**config.mk**
```make
export PLATFORM = sky130hd
export DESIGN_NAME = pedal_cadence_direction_meter_core
export DESIGN_NICKNAME = d
export VERILOG_FILES = /design/src/rtl/core/pcdm_pkg.sv /design/src/rtl/core/pcdm_ram.sv /design/src/rtl/core/pcdm_div.sv /design/src/rtl/core/pcdm_cmd_queue.sv /design/src/rtl/core/pcdm_front.sv /design/src/rtl/core/pcdm_back.sv /design/src/rtl/core/pedal_cadence_direction_meter_core.sv
export SDC_FILE = /design/constraint.sdc
export NUM_CORES = 2
export LEC_CHECK = 0
export ABC_AREA = 0
export BUFFER_PORTS_ARGS = -buffer_cell sky130_fd_sc_hd__buf_2
export CAP_MARGIN = 40
export CORE_ASPECT_RATIO = 0.7
export CORE_MARGIN = 3
export CORE_UTILIZATION = 40
export DETAILED_ROUTE_END_ITERATION = 8
export SETUP_SLACK_MARGIN = 0.02
export SYNTH_ARGS = -nofsm -noshare
export SYNTH_HDL_FRONTEND = slang
export SYNTH_SLANG_ARGS = --single-unit
export TNS_END_PERCENT = 1
```
**constraint.sdc**
```tcl
create_clock -name clock -period 11.2 [get_ports clock]
set_clock_uncertainty 0.05 [all_clocks]
set_input_delay 0 -clock clock [delete_from_list [all_inputs] [get_ports clock]]
set_output_delay 0 -clock clock [all_outputs]
set_load 0.005 [all_outputs]
```
**src/rtl/core/pcdm_pkg.sv**
```systemverilog
// pcdm_pkg: shared constants, codes and types of the pedal cadence meter core
// depends on nothing; every rtl/core file but pcdm_ram uses it by scoped names
`timescale 1ns / 1ps
`default_nettype none

package pcdm_pkg;

   // record ring
   localparam int RING_DEPTH = 16;
   localparam int RING_AW    = $clog2(RING_DEPTH);
   localparam int CNT_W      = $clog2(RING_DEPTH + 1);

   // field widths
   localparam int TIME_W   = 32;
   localparam int MAG_W    = 8;
   localparam int MINREC_W = 5;
   localparam int RPM_W    = 17;
   localparam int CSR_W    = 32;
   localparam int CSR_IDX_W = 2;

   // edge filter
   localparam logic [TIME_W-1:0] GLITCH_US = TIME_W'(5000);

   // arithmetic widths: sum of high+low over the ring, mean, scaled divisor
   localparam int SUM_W  = TIME_W + 1 + RING_AW;
   localparam int MEAN_W = TIME_W + 1;
   localparam int DEN_W  = MEAN_W + MAG_W;
   localparam int NUM_W  = SUM_W;
   localparam int STEP_W = $clog2(NUM_W + 1);

   // 60e6 us per minute times 16 for four fraction bits
   localparam logic [NUM_W-1:0] RPM_NUM = NUM_W'(960000000);
   localparam logic [NUM_W-1:0] RPM_MAX = NUM_W'((2 ** RPM_W) - 1);

   // register reset values, also used when a register holds zero
   localparam logic [MAG_W-1:0]    MAGNETS_DEFAULT = MAG_W'(12);
   localparam logic [MINREC_W-1:0] MINREC_DEFAULT  = MINREC_W'(2);
   localparam logic [TIME_W-1:0]   WINDOW_DEFAULT  = TIME_W'(1000000);

   // command queue between front and back
   localparam int CMDQ_DEPTH = 2;
   localparam int CMDQ_AW    = $clog2(CMDQ_DEPTH);
   localparam int CMDQ_CW    = $clog2(CMDQ_DEPTH + 1);

   typedef enum logic [CSR_IDX_W-1:0] {
      CSR_MAGNET_COUNT = 2'd0,
      CSR_MIN_RECORDS  = 2'd1,
      CSR_WINDOW_US    = 2'd2
   } csr_index_type;

   typedef enum logic {
      OP_EDGE  = 1'b0,
      OP_QUERY = 1'b1
   } op_type;

   typedef enum logic {
      CMD_PUSH  = 1'b0,
      CMD_QUERY = 1'b1
   } cmd_kind_type;

   typedef struct packed {
      logic [TIME_W-1:0] stamp;
      logic [TIME_W-1:0] high;
      logic [TIME_W-1:0] low;
   } record_type;

   typedef struct packed {
      cmd_kind_type kind;
      record_type   rec;
   } cmd_type;

   typedef struct packed {
      logic full;
      logic empty;
   } queue_stat_type;

   typedef struct packed {
      logic [MAG_W-1:0]    magnets;
      logic [MINREC_W-1:0] need;
      logic [TIME_W-1:0]   window;
   } cfg_type;

   typedef enum logic [2:0] {
      ST_IDLE,
      ST_WALK,
      ST_DECIDE,
      ST_MEAN,
      ST_SCALE,
      ST_RPM,
      ST_REPLY
   } back_state_type;

endpackage

`default_nettype wire

```
**src/rtl/core/pcdm_ram.sv**
```systemverilog
// pcdm_ram: generic simple dual port ram, one write and one registered read port
// depends on nothing
`timescale 1ns / 1ps
`default_nettype none

module pcdm_ram #(
   parameter int WIDTH = 8,
   parameter int DEPTH = 16
) (
   input  wire logic                                  clock,
   input  wire logic                                  wr_en,
   input  wire logic [((DEPTH > 1) ? $clog2(DEPTH) : 1)-1:0] wr_addr,
   input  wire logic [WIDTH-1:0]                      wr_data,
   input  wire logic [((DEPTH > 1) ? $clog2(DEPTH) : 1)-1:0] rd_addr,
   output logic      [WIDTH-1:0]                      rd_data
);

   logic [WIDTH-1:0] mem [DEPTH];

   always_ff @(posedge clock) begin
      if (wr_en) begin
         mem[wr_addr] <= wr_data;
      end
      rd_data <= mem[rd_addr];
   end

endmodule

`default_nettype wire

```
**src/rtl/core/pcdm_div.sv**
```systemverilog
// pcdm_div: restoring divider, one quotient bit per cycle
// depends on pcdm_pkg
`timescale 1ns / 1ps
`default_nettype none

module pcdm_div (
   input  wire logic                        clock,
   input  wire logic                        reset,
   input  wire logic                        start,
   input  wire logic [pcdm_pkg::NUM_W-1:0]  numer,
   input  wire logic [pcdm_pkg::DEN_W-1:0]  denom,
   output logic                             done,
   output logic      [pcdm_pkg::NUM_W-1:0]  quot
);

   logic [pcdm_pkg::STEP_W-1:0] step_ff, step_in;
   logic [pcdm_pkg::NUM_W-1:0]  num_ff, num_in;
   logic [pcdm_pkg::DEN_W-1:0]  rem_ff, rem_in;
   logic [pcdm_pkg::DEN_W-1:0]  den_ff, den_in;
   logic                        done_ff, done_in;
   logic [pcdm_pkg::DEN_W:0]    trial;
   logic [pcdm_pkg::DEN_W:0]    diff;
   logic                        fits;

   always_comb begin
      trial   = {rem_ff, num_ff[pcdm_pkg::NUM_W-1]};
      diff    = trial - {1'b0, den_ff};
      fits    = (trial >= {1'b0, den_ff});
      step_in = step_ff;
      num_in  = num_ff;
      rem_in  = rem_ff;
      den_in  = den_ff;
      done_in = 1'b0;
      if (start) begin
         step_in = pcdm_pkg::STEP_W'(pcdm_pkg::NUM_W);
         num_in  = numer;
         rem_in  = '0;
         den_in  = denom;
      end else if (step_ff != '0) begin
         // shift in the next numerator bit, quotient bits fill from the bottom
         num_in  = {num_ff[pcdm_pkg::NUM_W-2:0], fits};
         rem_in  = fits ? diff[pcdm_pkg::DEN_W-1:0] : trial[pcdm_pkg::DEN_W-1:0];
         step_in = step_ff - 1'b1;
         done_in = (step_ff == pcdm_pkg::STEP_W'(1));
      end
   end

   always_ff @(posedge clock) begin
      if (reset) begin
         step_ff <= '0;
         done_ff <= 1'b0;
      end else begin
         step_ff <= step_in;
         done_ff <= done_in;
      end
   end

   always_ff @(posedge clock) begin
      num_ff <= num_in;
      rem_ff <= rem_in;
      den_ff <= den_in;
   end

   assign done = done_ff;
   assign quot = num_ff;

endmodule

`default_nettype wire

```
**src/rtl/core/pcdm_cmd_queue.sv**
```systemverilog
// pcdm_cmd_queue: short fifo of commands between the front and the back
// depends on pcdm_pkg
`timescale 1ns / 1ps
`default_nettype none

module pcdm_cmd_queue (
   input  wire logic                     clock,
   input  wire logic                     reset,
   input  wire logic                     push,
   input  wire pcdm_pkg::cmd_type        din,
   input  wire logic                     pop,
   output pcdm_pkg::cmd_type             dout,
   output pcdm_pkg::queue_stat_type      stat
);

   pcdm_pkg::cmd_type            entry_ff [pcdm_pkg::CMDQ_DEPTH];
   logic [pcdm_pkg::CMDQ_AW-1:0] wr_ptr_ff, wr_ptr_in;
   logic [pcdm_pkg::CMDQ_AW-1:0] rd_ptr_ff, rd_ptr_in;
   logic [pcdm_pkg::CMDQ_CW-1:0] fill_ff, fill_in;
   logic                         do_push;
   logic                         do_pop;

   function automatic logic [pcdm_pkg::CMDQ_AW-1:0] next_ptr(
      input logic [pcdm_pkg::CMDQ_AW-1:0] ptr
   );
      logic [pcdm_pkg::CMDQ_AW-1:0] nxt;
      if (ptr == pcdm_pkg::CMDQ_AW'(pcdm_pkg::CMDQ_DEPTH - 1)) begin
         nxt = '0;
      end else begin
         nxt = ptr + 1'b1;
      end
      return nxt;
   endfunction

   always_comb begin
      do_push   = push && !stat.full;
      do_pop    = pop && !stat.empty;
      wr_ptr_in = do_push ? next_ptr(wr_ptr_ff) : wr_ptr_ff;
      rd_ptr_in = do_pop ? next_ptr(rd_ptr_ff) : rd_ptr_ff;
      fill_in   = fill_ff;
      if (do_push && !do_pop) begin
         fill_in = fill_ff + 1'b1;
      end else if (do_pop && !do_push) begin
         fill_in = fill_ff - 1'b1;
      end
   end

   always_ff @(posedge clock) begin
      if (reset) begin
         wr_ptr_ff <= '0;
         rd_ptr_ff <= '0;
         fill_ff   <= '0;
      end else begin
         wr_ptr_ff <= wr_ptr_in;
         rd_ptr_ff <= rd_ptr_in;
         fill_ff   <= fill_in;
      end
   end

   always_ff @(posedge clock) begin
      if (do_push) begin
         entry_ff[wr_ptr_ff] <= din;
      end
   end

   assign dout       = entry_ff[rd_ptr_ff];
   assign stat.full  = (fill_ff == pcdm_pkg::CMDQ_CW'(pcdm_pkg::CMDQ_DEPTH));
   assign stat.empty = (fill_ff == '0);

endmodule

`default_nettype wire

```
**src/rtl/core/pcdm_front.sv**
```systemverilog
// pcdm_front: takes input words, filters glitches, times half periods
// and turns edges and queries into commands for the back; depends on pcdm_pkg
`timescale 1ns / 1ps
`default_nettype none

module pcdm_front (
   input  wire logic                         clock,
   input  wire logic                         reset,
   input  wire logic                         req_push,
   input  wire logic                         req_op,
   input  wire logic [pcdm_pkg::TIME_W-1:0]  req_time_us,
   input  wire logic                         req_pin_level,
   input  wire pcdm_pkg::queue_stat_type     q_stat,
   output logic                              cmd_push,
   output pcdm_pkg::cmd_type                 cmd
);

   logic [pcdm_pkg::TIME_W-1:0] last_edge_ff, last_edge_in;
   logic [pcdm_pkg::TIME_W-1:0] held_low_ff, held_low_in;
   logic [pcdm_pkg::TIME_W-1:0] dt;
   logic                        accept;
   logic                        clean;

   always_comb begin
      accept       = req_push && !q_stat.full;
      dt           = req_time_us - last_edge_ff;
      clean        = (dt >= pcdm_pkg::GLITCH_US);
      last_edge_in = last_edge_ff;
      held_low_in  = held_low_ff;
      cmd_push     = 1'b0;
      cmd.kind     = pcdm_pkg::CMD_QUERY;
      cmd.rec.stamp = req_time_us;
      cmd.rec.high = dt;
      cmd.rec.low  = held_low_ff;
      if (accept) begin
         if (pcdm_pkg::op_type'(req_op) == pcdm_pkg::OP_QUERY) begin
            cmd_push = 1'b1;
         end else begin
            // a glitch still moves the last-edge time
            last_edge_in = req_time_us;
            if (clean) begin
               if (req_pin_level) begin
                  held_low_in = dt;
               end else if (held_low_ff != '0) begin
                  cmd_push = 1'b1;
                  cmd.kind = pcdm_pkg::CMD_PUSH;
               end
            end
         end
      end
   end

   always_ff @(posedge clock) begin
      if (reset) begin
         last_edge_ff <= '0;
         held_low_ff  <= '0;
      end else begin
         last_edge_ff <= last_edge_in;
         held_low_ff  <= held_low_in;
      end
   end

endmodule

`default_nettype wire

```
**src/rtl/core/pcdm_back.sv**
```systemverilog
// pcdm_back: record ring, expiry walk with vote and sum, two serial divisions
// and the result register; depends on pcdm_pkg, pcdm_ram and pcdm_div
`timescale 1ns / 1ps
`default_nettype none

module pcdm_back (
   input  wire logic                         clock,
   input  wire logic                         reset,
   input  wire pcdm_pkg::cfg_type            cfg,
   input  wire pcdm_pkg::queue_stat_type     q_stat,
   input  wire pcdm_pkg::cmd_type            cmd,
   output logic                              cmd_pop,
   output logic                              rsp_empty,
   input  wire logic                         rsp_pop,
   output logic      [pcdm_pkg::RPM_W-1:0]   rsp_rpm_x16,
   output logic                              rsp_forward,
   output logic                              rsp_cadence_valid
);

   pcdm_pkg::back_state_type      state_ff, state_in;
   logic [pcdm_pkg::RING_AW-1:0]  head_ff, head_in;
   logic [pcdm_pkg::CNT_W-1:0]    count_ff, count_in;
   logic [pcdm_pkg::RING_AW-1:0]  oldest_ff, oldest_in;
   logic [pcdm_pkg::CNT_W-1:0]    issue_ff, issue_in;
   logic                          pend_ff, pend_in;
   logic [pcdm_pkg::CNT_W-1:0]    kept_ff, kept_in;
   logic [pcdm_pkg::CNT_W-1:0]    fwd_ff, fwd_in;
   logic [pcdm_pkg::CNT_W-1:0]    bwd_ff, bwd_in;
   logic [pcdm_pkg::SUM_W-1:0]    sum_ff, sum_in;
   logic [pcdm_pkg::TIME_W-1:0]   now_ff, now_in;
   logic [pcdm_pkg::DEN_W-1:0]    den_ff, den_in;
   logic [pcdm_pkg::RPM_W-1:0]    res_rpm_ff, res_rpm_in;
   logic                          res_fwd_ff, res_fwd_in;
   logic                          res_valid_ff, res_valid_in;
   logic                          rsp_full_ff, rsp_full_in;
   logic [pcdm_pkg::RPM_W-1:0]    rsp_rpm_ff, rsp_rpm_in;
   logic                          rsp_fwd_ff, rsp_fwd_in;
   logic                          rsp_valid_ff, rsp_valid_in;

   logic                          wr_en;
   logic [pcdm_pkg::RING_AW-1:0]  wr_addr;
   pcdm_pkg::record_type          wr_data;
   logic [pcdm_pkg::RING_AW-1:0]  rd_addr;
   pcdm_pkg::record_type          rd_data;

   logic                          div_start;
   logic [pcdm_pkg::NUM_W-1:0]    div_numer;
   logic [pcdm_pkg::DEN_W-1:0]    div_denom;
   logic                          div_done;
   logic [pcdm_pkg::NUM_W-1:0]    div_quot;

   logic [pcdm_pkg::TIME_W-1:0]   age;
   logic [pcdm_pkg::MEAN_W-1:0]   mean;

   pcdm_ram #(
      .WIDTH ($bits(pcdm_pkg::record_type)),
      .DEPTH (pcdm_pkg::RING_DEPTH)
   ) u_ring (
      .clock   (clock),
      .wr_en   (wr_en),
      .wr_addr (wr_addr),
      .wr_data (wr_data),
      .rd_addr (rd_addr),
      .rd_data (rd_data)
   );

   pcdm_div u_div (
      .clock (clock),
      .reset (reset),
      .start (div_start),
      .numer (div_numer),
      .denom (div_denom),
      .done  (div_done),
      .quot  (div_quot)
   );

   always_comb begin
      state_in     = state_ff;
      head_in      = head_ff;
      count_in     = count_ff;
      oldest_in    = oldest_ff;
      issue_in     = issue_ff;
      pend_in      = 1'b0;
      kept_in      = kept_ff;
      fwd_in       = fwd_ff;
      bwd_in       = bwd_ff;
      sum_in       = sum_ff;
      now_in       = now_ff;
      den_in       = den_ff;
      res_rpm_in   = res_rpm_ff;
      res_fwd_in   = res_fwd_ff;
      res_valid_in = res_valid_ff;
      rsp_full_in  = rsp_full_ff && !rsp_pop;
      rsp_rpm_in   = rsp_rpm_ff;
      rsp_fwd_in   = rsp_fwd_ff;
      rsp_valid_in = rsp_valid_ff;
      cmd_pop      = 1'b0;
      wr_en        = 1'b0;
      wr_addr      = head_ff;
      wr_data      = cmd.rec;
      rd_addr      = oldest_ff + issue_ff[pcdm_pkg::RING_AW-1:0];
      div_start    = 1'b0;
      div_numer    = sum_ff;
      div_denom    = pcdm_pkg::DEN_W'(kept_ff);
      age          = now_ff - rd_data.stamp;
      mean         = div_quot[pcdm_pkg::MEAN_W-1:0];

      case (state_ff)
         pcdm_pkg::ST_IDLE: begin
            if (!q_stat.empty) begin
               cmd_pop = 1'b1;
               if (cmd.kind == pcdm_pkg::CMD_PUSH) begin
                  // newest record at head, oldest one drops out when full
                  wr_en   = 1'b1;
                  head_in = head_ff + 1'b1;
                  if (count_ff < pcdm_pkg::CNT_W'(pcdm_pkg::RING_DEPTH)) begin
                     count_in = count_ff + 1'b1;
                  end
               end else begin
                  oldest_in = head_ff - count_ff[pcdm_pkg::RING_AW-1:0];
                  issue_in  = '0;
                  kept_in   = '0;
                  fwd_in    = '0;
                  bwd_in    = '0;
                  sum_in    = '0;
                  now_in    = cmd.rec.stamp;
                  state_in  = pcdm_pkg::ST_WALK;
               end
            end
         end

         pcdm_pkg::ST_WALK: begin
            // reads run one ahead of the compare; survivors are written back
            // packed behind the oldest slot, never ahead of the read pointer
            if (issue_ff < count_ff) begin
               issue_in = issue_ff + 1'b1;
               pend_in  = 1'b1;
            end
            if (pend_ff && (age <= cfg.window)) begin
               wr_en   = 1'b1;
               wr_addr = oldest_ff + kept_ff[pcdm_pkg::RING_AW-1:0];
               wr_data = rd_data;
               kept_in = kept_ff + 1'b1;
               sum_in  = sum_ff + pcdm_pkg::SUM_W'(rd_data.high)
                                + pcdm_pkg::SUM_W'(rd_data.low);
               if (rd_data.high > rd_data.low) begin
                  fwd_in = fwd_ff + 1'b1;
               end else begin
                  bwd_in = bwd_ff + 1'b1;
               end
            end
            if ((issue_ff == count_ff) && !pend_ff) begin
               count_in = kept_ff;
               head_in  = oldest_ff + kept_ff[pcdm_pkg::RING_AW-1:0];
               state_in = pcdm_pkg::ST_DECIDE;
            end
         end

         pcdm_pkg::ST_DECIDE: begin
            if ((kept_ff == '0) || (pcdm_pkg::MINREC_W'(kept_ff) < cfg.need)
                || (fwd_ff == bwd_ff)) begin
               res_rpm_in   = '0;
               res_fwd_in   = 1'b0;
               res_valid_in = 1'b0;
               state_in     = pcdm_pkg::ST_REPLY;
            end else begin
               div_start = 1'b1;
               state_in  = pcdm_pkg::ST_MEAN;
            end
         end

         pcdm_pkg::ST_MEAN: begin
            if (div_done) begin
               den_in   = pcdm_pkg::DEN_W'(mean) * pcdm_pkg::DEN_W'(cfg.magnets);
               state_in = pcdm_pkg::ST_SCALE;
            end
         end

         pcdm_pkg::ST_SCALE: begin
            res_fwd_in   = (fwd_ff > bwd_ff);
            res_valid_in = 1'b1;
            if (den_ff == '0) begin
               res_rpm_in = '0;
               state_in   = pcdm_pkg::ST_REPLY;
            end else begin
               div_start = 1'b1;
               div_numer = pcdm_pkg::RPM_NUM;
               div_denom = den_ff;
               state_in  = pcdm_pkg::ST_RPM;
            end
         end

         pcdm_pkg::ST_RPM: begin
            if (div_done) begin
               if (div_quot > pcdm_pkg::RPM_MAX) begin
                  res_rpm_in = pcdm_pkg::RPM_MAX[pcdm_pkg::RPM_W-1:0];
               end else begin
                  res_rpm_in = div_quot[pcdm_pkg::RPM_W-1:0];
               end
               state_in = pcdm_pkg::ST_REPLY;
            end
         end

         pcdm_pkg::ST_REPLY: begin
            if (!rsp_full_ff || rsp_pop) begin
               rsp_full_in  = 1'b1;
               rsp_rpm_in   = res_rpm_ff;
               rsp_fwd_in   = res_fwd_ff;
               rsp_valid_in = res_valid_ff;
               state_in     = pcdm_pkg::ST_IDLE;
            end
         end

         default: begin
            state_in = pcdm_pkg::ST_IDLE;
         end
      endcase
   end

   always_ff @(posedge clock) begin
      if (reset) begin
         state_ff    <= pcdm_pkg::ST_IDLE;
         head_ff     <= '0;
         count_ff    <= '0;
         oldest_ff   <= '0;
         issue_ff    <= '0;
         pend_ff     <= 1'b0;
         kept_ff     <= '0;
         fwd_ff      <= '0;
         bwd_ff      <= '0;
         rsp_full_ff <= 1'b0;
      end else begin
         state_ff    <= state_in;
         head_ff     <= head_in;
         count_ff    <= count_in;
         oldest_ff   <= oldest_in;
         issue_ff    <= issue_in;
         pend_ff     <= pend_in;
         kept_ff     <= kept_in;
         fwd_ff      <= fwd_in;
         bwd_ff      <= bwd_in;
         rsp_full_ff <= rsp_full_in;
      end
   end

   always_ff @(posedge clock) begin
      sum_ff       <= sum_in;
      now_ff       <= now_in;
      den_ff       <= den_in;
      res_rpm_ff   <= res_rpm_in;
      res_fwd_ff   <= res_fwd_in;
      res_valid_ff <= res_valid_in;
      rsp_rpm_ff   <= rsp_rpm_in;
      rsp_fwd_ff   <= rsp_fwd_in;
      rsp_valid_ff <= rsp_valid_in;
   end

   assign rsp_empty         = !rsp_full_ff;
   assign rsp_rpm_x16       = rsp_rpm_ff;
   assign rsp_forward       = rsp_fwd_ff;
   assign rsp_cadence_valid = rsp_valid_ff;

   a_count_bound: assert property (@(posedge clock) disable iff (reset)
      count_ff <= pcdm_pkg::CNT_W'(pcdm_pkg::RING_DEPTH))
      else $error("record count above ring depth");

   a_vote_total: assert property (@(posedge clock) disable iff (reset)
      ({1'b0, fwd_ff} + {1'b0, bwd_ff}) == {1'b0, kept_ff})
      else $error("votes do not add up to kept records");

   a_kept_behind: assert property (@(posedge clock) disable iff (reset)
      (state_ff == pcdm_pkg::ST_WALK) |-> (kept_ff <= issue_ff))
      else $error("compaction write ahead of read pointer");

   a_div_start: assert property (@(posedge clock) disable iff (reset)
      div_start |-> (state_ff == pcdm_pkg::ST_DECIDE || state_ff == pcdm_pkg::ST_SCALE))
      else $error("divider started outside a divide step");

endmodule

`default_nettype wire

```
**src/rtl/core/pedal_cadence_direction_meter_core.sv**
```systemverilog
// pedal_cadence_direction_meter_core: top level with the register port
// depends on pcdm_pkg, pcdm_front, pcdm_cmd_queue and pcdm_back
`timescale 1ns / 1ps
`default_nettype none

// Pedal cadence and direction meter. Each input word is either a sensor edge
// (op 0, pin level after the edge) or a cadence query (op 1), both stamped with
// a free-running microsecond time. Edges closer than 5000 us to the previous
// edge are dropped but still move the last-edge time. A rising edge holds the
// low time; a falling edge, once a low time is held, files a (time, high, low)
// record into a 16-entry ring that keeps the newest records. A query first
// drops records older than window_us (wrap-safe age), then with at least
// min_records left reports rpm_x16 = 960000000 / (mean period * magnet_count),
// saturated at 131071, and forward when most records have high > low. Too few
// records or a tied vote give zeros with cadence_valid low. Registers written
// as zero behave as their reset value; write registers only while idle.
// Timing: the front takes a word every cycle while the two-word command queue
// is not full; the back files an edge from its idle state. A query makes the
// back walk the ring, reading the ring ram once per record, then the shared
// serial divider computes first the mean and then the rpm. The result sits
// in an output register, so the next query can start while the previous
// result waits to be popped.

module pedal_cadence_direction_meter_core (
   input  wire logic                            clock,
   input  wire logic                            reset,
   // input words
   input  wire logic                            req_push,
   output logic                                 req_full,
   input  wire logic                            req_op,
   input  wire logic [pcdm_pkg::TIME_W-1:0]     req_time_us,
   input  wire logic                            req_pin_level,
   // result words
   output logic                                 rsp_empty,
   input  wire logic                            rsp_pop,
   output logic      [pcdm_pkg::RPM_W-1:0]      rsp_rpm_x16,
   output logic                                 rsp_forward,
   output logic                                 rsp_cadence_valid,
   // register writes
   input  wire logic                            csr_write_en,
   input  wire logic [pcdm_pkg::CSR_IDX_W-1:0]  csr_index,
   input  wire logic [pcdm_pkg::CSR_W-1:0]      csr_wdata
);

   logic [pcdm_pkg::MAG_W-1:0]    magnets_ff, magnets_in;
   logic [pcdm_pkg::MINREC_W-1:0] min_rec_ff, min_rec_in;
   logic [pcdm_pkg::TIME_W-1:0]   window_ff, window_in;
   pcdm_pkg::cfg_type             cfg;
   pcdm_pkg::queue_stat_type      q_stat;
   pcdm_pkg::cmd_type             cmd_in_q;
   pcdm_pkg::cmd_type             cmd_out_q;
   logic                          cmd_push;
   logic                          cmd_pop;

   // register writes, unknown indexes ignored
   always_comb begin
      magnets_in = magnets_ff;
      min_rec_in = min_rec_ff;
      window_in  = window_ff;
      if (csr_write_en) begin
         case (pcdm_pkg::csr_index_type'(csr_index))
            pcdm_pkg::CSR_MAGNET_COUNT: magnets_in = csr_wdata[pcdm_pkg::MAG_W-1:0];
            pcdm_pkg::CSR_MIN_RECORDS:  min_rec_in = csr_wdata[pcdm_pkg::MINREC_W-1:0];
            pcdm_pkg::CSR_WINDOW_US:    window_in  = csr_wdata[pcdm_pkg::TIME_W-1:0];
            default: begin
            end
         endcase
      end
   end

   always_ff @(posedge clock) begin
      if (reset) begin
         magnets_ff <= pcdm_pkg::MAGNETS_DEFAULT;
         min_rec_ff <= pcdm_pkg::MINREC_DEFAULT;
         window_ff  <= pcdm_pkg::WINDOW_DEFAULT;
      end else begin
         magnets_ff <= magnets_in;
         min_rec_ff <= min_rec_in;
         window_ff  <= window_in;
      end
   end

   // a zero register stands for its reset value
   always_comb begin
      cfg.magnets = (magnets_ff == '0) ? pcdm_pkg::MAGNETS_DEFAULT : magnets_ff;
      cfg.need    = (min_rec_ff == '0) ? pcdm_pkg::MINREC_DEFAULT : min_rec_ff;
      cfg.window  = (window_ff == '0) ? pcdm_pkg::WINDOW_DEFAULT : window_ff;
   end

   assign req_full = q_stat.full;

   pcdm_front u_front (
      .clock         (clock),
      .reset         (reset),
      .req_push      (req_push),
      .req_op        (req_op),
      .req_time_us   (req_time_us),
      .req_pin_level (req_pin_level),
      .q_stat        (q_stat),
      .cmd_push      (cmd_push),
      .cmd           (cmd_in_q)
   );

   pcdm_cmd_queue u_cmd_queue (
      .clock (clock),
      .reset (reset),
      .push  (cmd_push),
      .din   (cmd_in_q),
      .pop   (cmd_pop),
      .dout  (cmd_out_q),
      .stat  (q_stat)
   );

   pcdm_back u_back (
      .clock             (clock),
      .reset             (reset),
      .cfg               (cfg),
      .q_stat            (q_stat),
      .cmd               (cmd_out_q),
      .cmd_pop           (cmd_pop),
      .rsp_empty         (rsp_empty),
      .rsp_pop           (rsp_pop),
      .rsp_rpm_x16       (rsp_rpm_x16),
      .rsp_forward       (rsp_forward),
      .rsp_cadence_valid (rsp_cadence_valid)
   );

endmodule

`default_nettype wire

```
==> impl_metrics.json <==
{
  "switching_share_pct": 37.14,
  "whs_endpoint": "u_front.last_edge_ff[1]$_SDFFE_PP0P_",
  "finalSetupViolCount": 0,
  "final_cells": 11110,
  "floorplan.core_area_um2": 255200,
  "numPortBuffers": 93,
  "syn_area_um2": 102800,
  "floorplan.initialDensity_pct": 40.29,
  "timing.critical_path.required_ns": 11.59,
  "ys_ff_latch": 2252,
  "fillCellCount": 22270,
  "drt.antenna.violating_nets": 0,
  "totalNegativeSetupSlack_ns": 0,
  "hold_path.startpoint": "req_time_us[1]",
  "netlist_top_cells_area": "sky130_fd_sc_hd__edfxtp_1 57%, sky130_fd_sc_hd__mux4_2 8.4%, sky130_fd_sc_hd__dfxtp_1 5.8%",
  "worst_setup_path_end_kind": "register",
  "setup_repair_after_global_routing_missed_its_margin": "no",
  "synth-edff-count": 1956,
  "grt_first_pass_wirelength_um": 409800,
  "post-synth-top-area-fraction_pct": 57.13,
  "cellInternalPower_w": 0.02097,
  "yosysTopAreaCell": "sky130_fd_sc_hd__edfxtp_1",
  "detail_route.drc_violations": 0,
  "fp.dieH_um": 430.2,
  "seq_area_frac_synth_pct": 62.89,
  "hpwlAfterDp_um": 177500,
  "seqPwrFrac_pct": 34.8,
  "die_area_um2": 263300,
  "status": "finished, final reports clean",
  "route.final.wire_length_um": 274900,
  "cts_buffer_depth": 4,
  "gpl_wtd_cong": 0.8661,
  "leading_register_cell_type_out_of_synthesis": "sky130_fd_sc_hd__edfxtp_1",
  "r2r_setup_slack_ns": 3.15,
  "slew_viols_final": 0,
  "top_level_ports": 94,
  "cts_root_buf": "sky130_fd_sc_hd__clkbuf_16",
  "grt_max_degree": 120,
  "grt_pass1_vias": 61620,
  "max_cap_viol_count": 0,
  "route.vias.total": 61530,
  "timing.critical_path.arrival_ns": 8.43,
  "floorplan.rows": 155,
  "cts_sinks": 2252,
  "wire_per_inst_um": 24.74,
  "postSynthAreaPerCell_um2": 14.41,
  "combPwrFrac_pct": 42.6,
  "finalWorstPathRequiredPeriod_ns": 8.048,
  "netlist-cell-type-count": 86,
  "total_leakage_power_nw": 42.73,
  "dr.pass1.iters": 6,
  "synthTopCellsByCount": "1956 x sky130_fd_sc_hd__edfxtp_1, 839 x sky130_fd_sc_hd__nand2_1, 410 x sky130_fd_sc_hd__inv_1, 384 x sky130_fd_sc_hd__mux4_2, 296 x sky130_fd_sc_hd__dfxtp_1",
  "antenna_found_initial": 24,
  "clock_tree.htree_level_count": 4,
  "timing_hold_violations_final": 0,
  "powerDensity_nw_per_um2": 282.7,
  "drt_first_iter_violations": 6113,
  "chipWidth_um": 612.0,
  "fraction_of_layout_cells_with_a_size_suffix_above_1_pct": 14.87,
  "grt_remaining_overflow": 0,
  "placed_cells_incl_taps": 10510,
  "crit_path_start_kind": "register",
  "synthesis.instances": 7137,
  "synth_most_common_cell": "sky130_fd_sc_hd__edfxtp_1",
  "hold_class": "in -> reg",
  "power_frac_clock_pct": 22.6,
  "ys_warn_count": 0,
  "total_nets_after_synthesis": 7728,
  "area_growth_pct": 14.75,
  "rr_endpoint": "u_back.u_ring.mem[5][27]$_DFFE_PP_",
  "achievable-frequency_mhz": 124.3,
  "global_route.usage.total_pct": 20.76,
  "vdd_ir_drop_max_v": 0.0002327,
  "fin_crit_share_pct": 71.86,
  "critPathKind": "reg -> reg",
  "clock_insertion_delay_worst_skew_ns": 0.94,
  "async_flop_share_pct": 0,
  "worst-slew-pin-transition_ns": 0.9839,
  "path_clk_slew_ns": 0.06,
  "vias_per_cell": 5.539,
  "p_switching_w": 0.01239,
  "layout.nets": 8144,
  "whs_path_depth": 4,
  "cts_tree": "yes",
  "critPathMaxFanout": 54,
  "worst_r2r_path_depth": 27,
  "relSlewSlack_pct": 33.97,
  "tritoncts.num_buffers": 221,
  "rr_startpoint": "u_back.now_ff[0]$_DFFE_PP_",
  "post_cts.resized_instances": 0
}
per-stage QoR:
stage	area [um2]	total power (W)	hold slack [ns]	util, %	setup WS, ns
after floorplan	102800	0.02151	0.04887	-	1.804
after global placement	108000	0.02552	0.1717	42.33	3.331
after detailed placement	108700	0.02583	0.1896	42.61	3.301
after CTS	117900	0.03350	0.01616	46.21	3.201
after global routing	118000	0.03549	0.06150	46.23	2.698
final	118000	0.03336	0.05337	46.23	3.152
flip-flops by register name (all words and copies together), names as in the netlist, 6 cells and up, named ones only:
register and flops:
magnets_ff 8, u_back.den_ff 41, u_back.now_ff 32, u_back.res_rpm_ff 17, u_back.rsp_rpm_x16 17, u_back.sum_ff 37
u_back.u_div.den_ff 41, u_back.u_div.quot 37, u_back.u_div.rem_ff 41, u_back.u_div.step_ff 6, u_back.u_ring.mem 1536, u_back.u_ring.rd_data 96
u_cmd_queue.entry_ff 194, u_front.held_low_ff 32, u_front.last_edge_ff 32, window_ff 32
area by class of cell:
class	instances	area [um2]	share of cell area [%]
Antenna cell	6	15.01	0.01273
Clock buffer	317	6272	5.316
Clock inverter	81	1022	0.8664
Inverter	410	1539	1.304
Multi-Input combinational cell	4151	35610	30.18
Sequential cell	2252	64670	54.81
Tap cell	3375	4223	3.579
Timing Repair Buffer	517	4642	3.934
critical path, stage by stage, from the launching register on:
cell and delay, ns:
sky130_fd_sc_hd__edfxtp_1 0.37, sky130_fd_sc_hd__inv_1 0.07, sky130_fd_sc_hd__ha_1 0.18, sky130_fd_sc_hd__fa_1 0.22, sky130_fd_sc_hd__nor2b_1 0.06, sky130_fd_sc_hd__o21ai_0 0.26
sky130_fd_sc_hd__a21boi_0 0.21, sky130_fd_sc_hd__o31ai_1 0.37, sky130_fd_sc_hd__a31oi_1 0.21, sky130_fd_sc_hd__a221o_1 0.45, sky130_fd_sc_hd__a32o_1 0.34, sky130_fd_sc_hd__o21ai_0 0.18
sky130_fd_sc_hd__nand2b_1 0.10, sky130_fd_sc_hd__xor2_1 0.15, sky130_fd_sc_hd__ha_1 0.18, sky130_fd_sc_hd__a21o_1 0.17, sky130_fd_sc_hd__a21o_1 0.17, sky130_fd_sc_hd__a21o_1 0.17
sky130_fd_sc_hd__a21o_1 0.17, sky130_fd_sc_hd__a21o_1 0.17, sky130_fd_sc_hd__a21oi_1 0.15, sky130_fd_sc_hd__o221ai_1 0.27, sky130_fd_sc_hd__nand2_4 0.40, sky130_fd_sc_hd__buf_4 0.57
sky130_fd_sc_hd__nand2_1 0.16, sky130_fd_sc_hd__o32a_1 0.36, sky130_fd_sc_hd__nor2_4 0.54, sky130_fd_sc_hd__buf_4 0.80
power groups by stage:
stage	logic, W	registers [W]	clock network, W
2_1_floorplan	0.0102	0.0113	0
3_3_place_gp	0.0137	0.0118	0
3_5_place_dp	0.0141	0.0118	0
4_1_cts	0.0142	0.0116	0.00769
5_1_grt	0.0158	0.0117	0.00802
6_report	0.0142	0.0116	0.00753
how the worst max path moves through the flow:
stage	slack [ns]	from	cells after the start	endpoint
6_report	3.15	u_back.now_ff[0]$_DFFE_PP_	27	u_back.u_ring.mem[5][27]$_DFFE_PP_
2_1_floorplan	1.80	u_back.now_ff[2]$_DFFE_PP_	25	u_back.u_ring.mem[6][0]$_DFFE_PP_
3_3_place_gp	3.33	u_back.now_ff[0]$_DFFE_PP_	27	u_back.u_ring.mem[5][61]$_DFFE_PP_
4_1_cts	3.20	u_back.now_ff[0]$_DFFE_PP_	27	u_back.u_ring.mem[5][59]$_DFFE_PP_
3_5_place_dp	3.30	u_back.now_ff[0]$_DFFE_PP_	27	u_back.u_ring.mem[5][54]$_DFFE_PP_
5_1_grt	2.70	u_back.now_ff[0]$_DFFE_PP_	26	u_back.u_ring.mem[5][59]$_DFFE_PP_
cell usage in the layout, fill, tap and decap left out, types with 23 or more instances in the layout:
cell                               n
sky130_fd_sc_hd__edfxtp_1       1956
sky130_fd_sc_hd__buf_12           23
sky130_fd_sc_hd__nand3_1          51
sky130_fd_sc_hd__xnor2_1          92
sky130_fd_sc_hd__a31oi_1         119
sky130_fd_sc_hd__nor4_1           41
sky130_fd_sc_hd__o21a_1           45
sky130_fd_sc_hd__o21ai_1          23
sky130_fd_sc_hd__a21oi_1         245
sky130_fd_sc_hd__and2_1          229
sky130_fd_sc_hd__nor3_1           64
sky130_fd_sc_hd__mux2i_1         105
sky130_fd_sc_hd__o21ai_0         230
sky130_fd_sc_hd__nor2b_1         107
sky130_fd_sc_hd__ha_1            292
sky130_fd_sc_hd__inv_1           407
sky130_fd_sc_hd__clkbuf_16       222
sky130_fd_sc_hd__clkinv_2         26
sky130_fd_sc_hd__dfxtp_1         295
sky130_fd_sc_hd__fa_1            224
sky130_fd_sc_hd__mux4_2          384
sky130_fd_sc_hd__mux2_2           38
sky130_fd_sc_hd__and3_1          127
sky130_fd_sc_hd__nor2_1          262
sky130_fd_sc_hd__clkbuf_1         59
sky130_fd_sc_hd__buf_2            97
sky130_fd_sc_hd__a211oi_1         53
sky130_fd_sc_hd__buf_4           189
sky130_fd_sc_hd__nand2_1         837
sky130_fd_sc_hd__clkbuf_8         36
sky130_fd_sc_hd__nand2b_1         74
sky130_fd_sc_hd__xor2_1           66
sky130_fd_sc_hd__nand4_1          38
sky130_fd_sc_hd__a21o_1          144
sky130_fd_sc_hd__dlygate4sd3_1   189
what timing repair did:
| item | in CTS | in global routing |
|---|---|---|
| hold buffers | 189 | 0 |
| endpoints found under the hold margin | 285 | 0 |
| setup buffers | 0 | 0 |
cell families (layout without fill, tap and decap cells):
family	Yosys count	after routing	synth area share [%]
AOI/OAI and AO/OA	1015	1015	6.198
buffers and inverters	734	1325	2.719
DFF	2252	2252	62.89
muxes	534	534	9.952
other	0	6	0
xor gates and xnor gates	162	162	1.380
and+or+nand+nor	1922	1922	8.916
adders and majority gates	518	518	7.946
layer usage:
layer  up-vias  track usage, %  share of wire, %
li1      27320               -                 -
met1     31650           31.47                46
met2      2195           30.48                43
met3       366           3.260               7.6
met4         0           6.745               3.4
met5         -               0                 0
(Power assumes the default switching activity.)
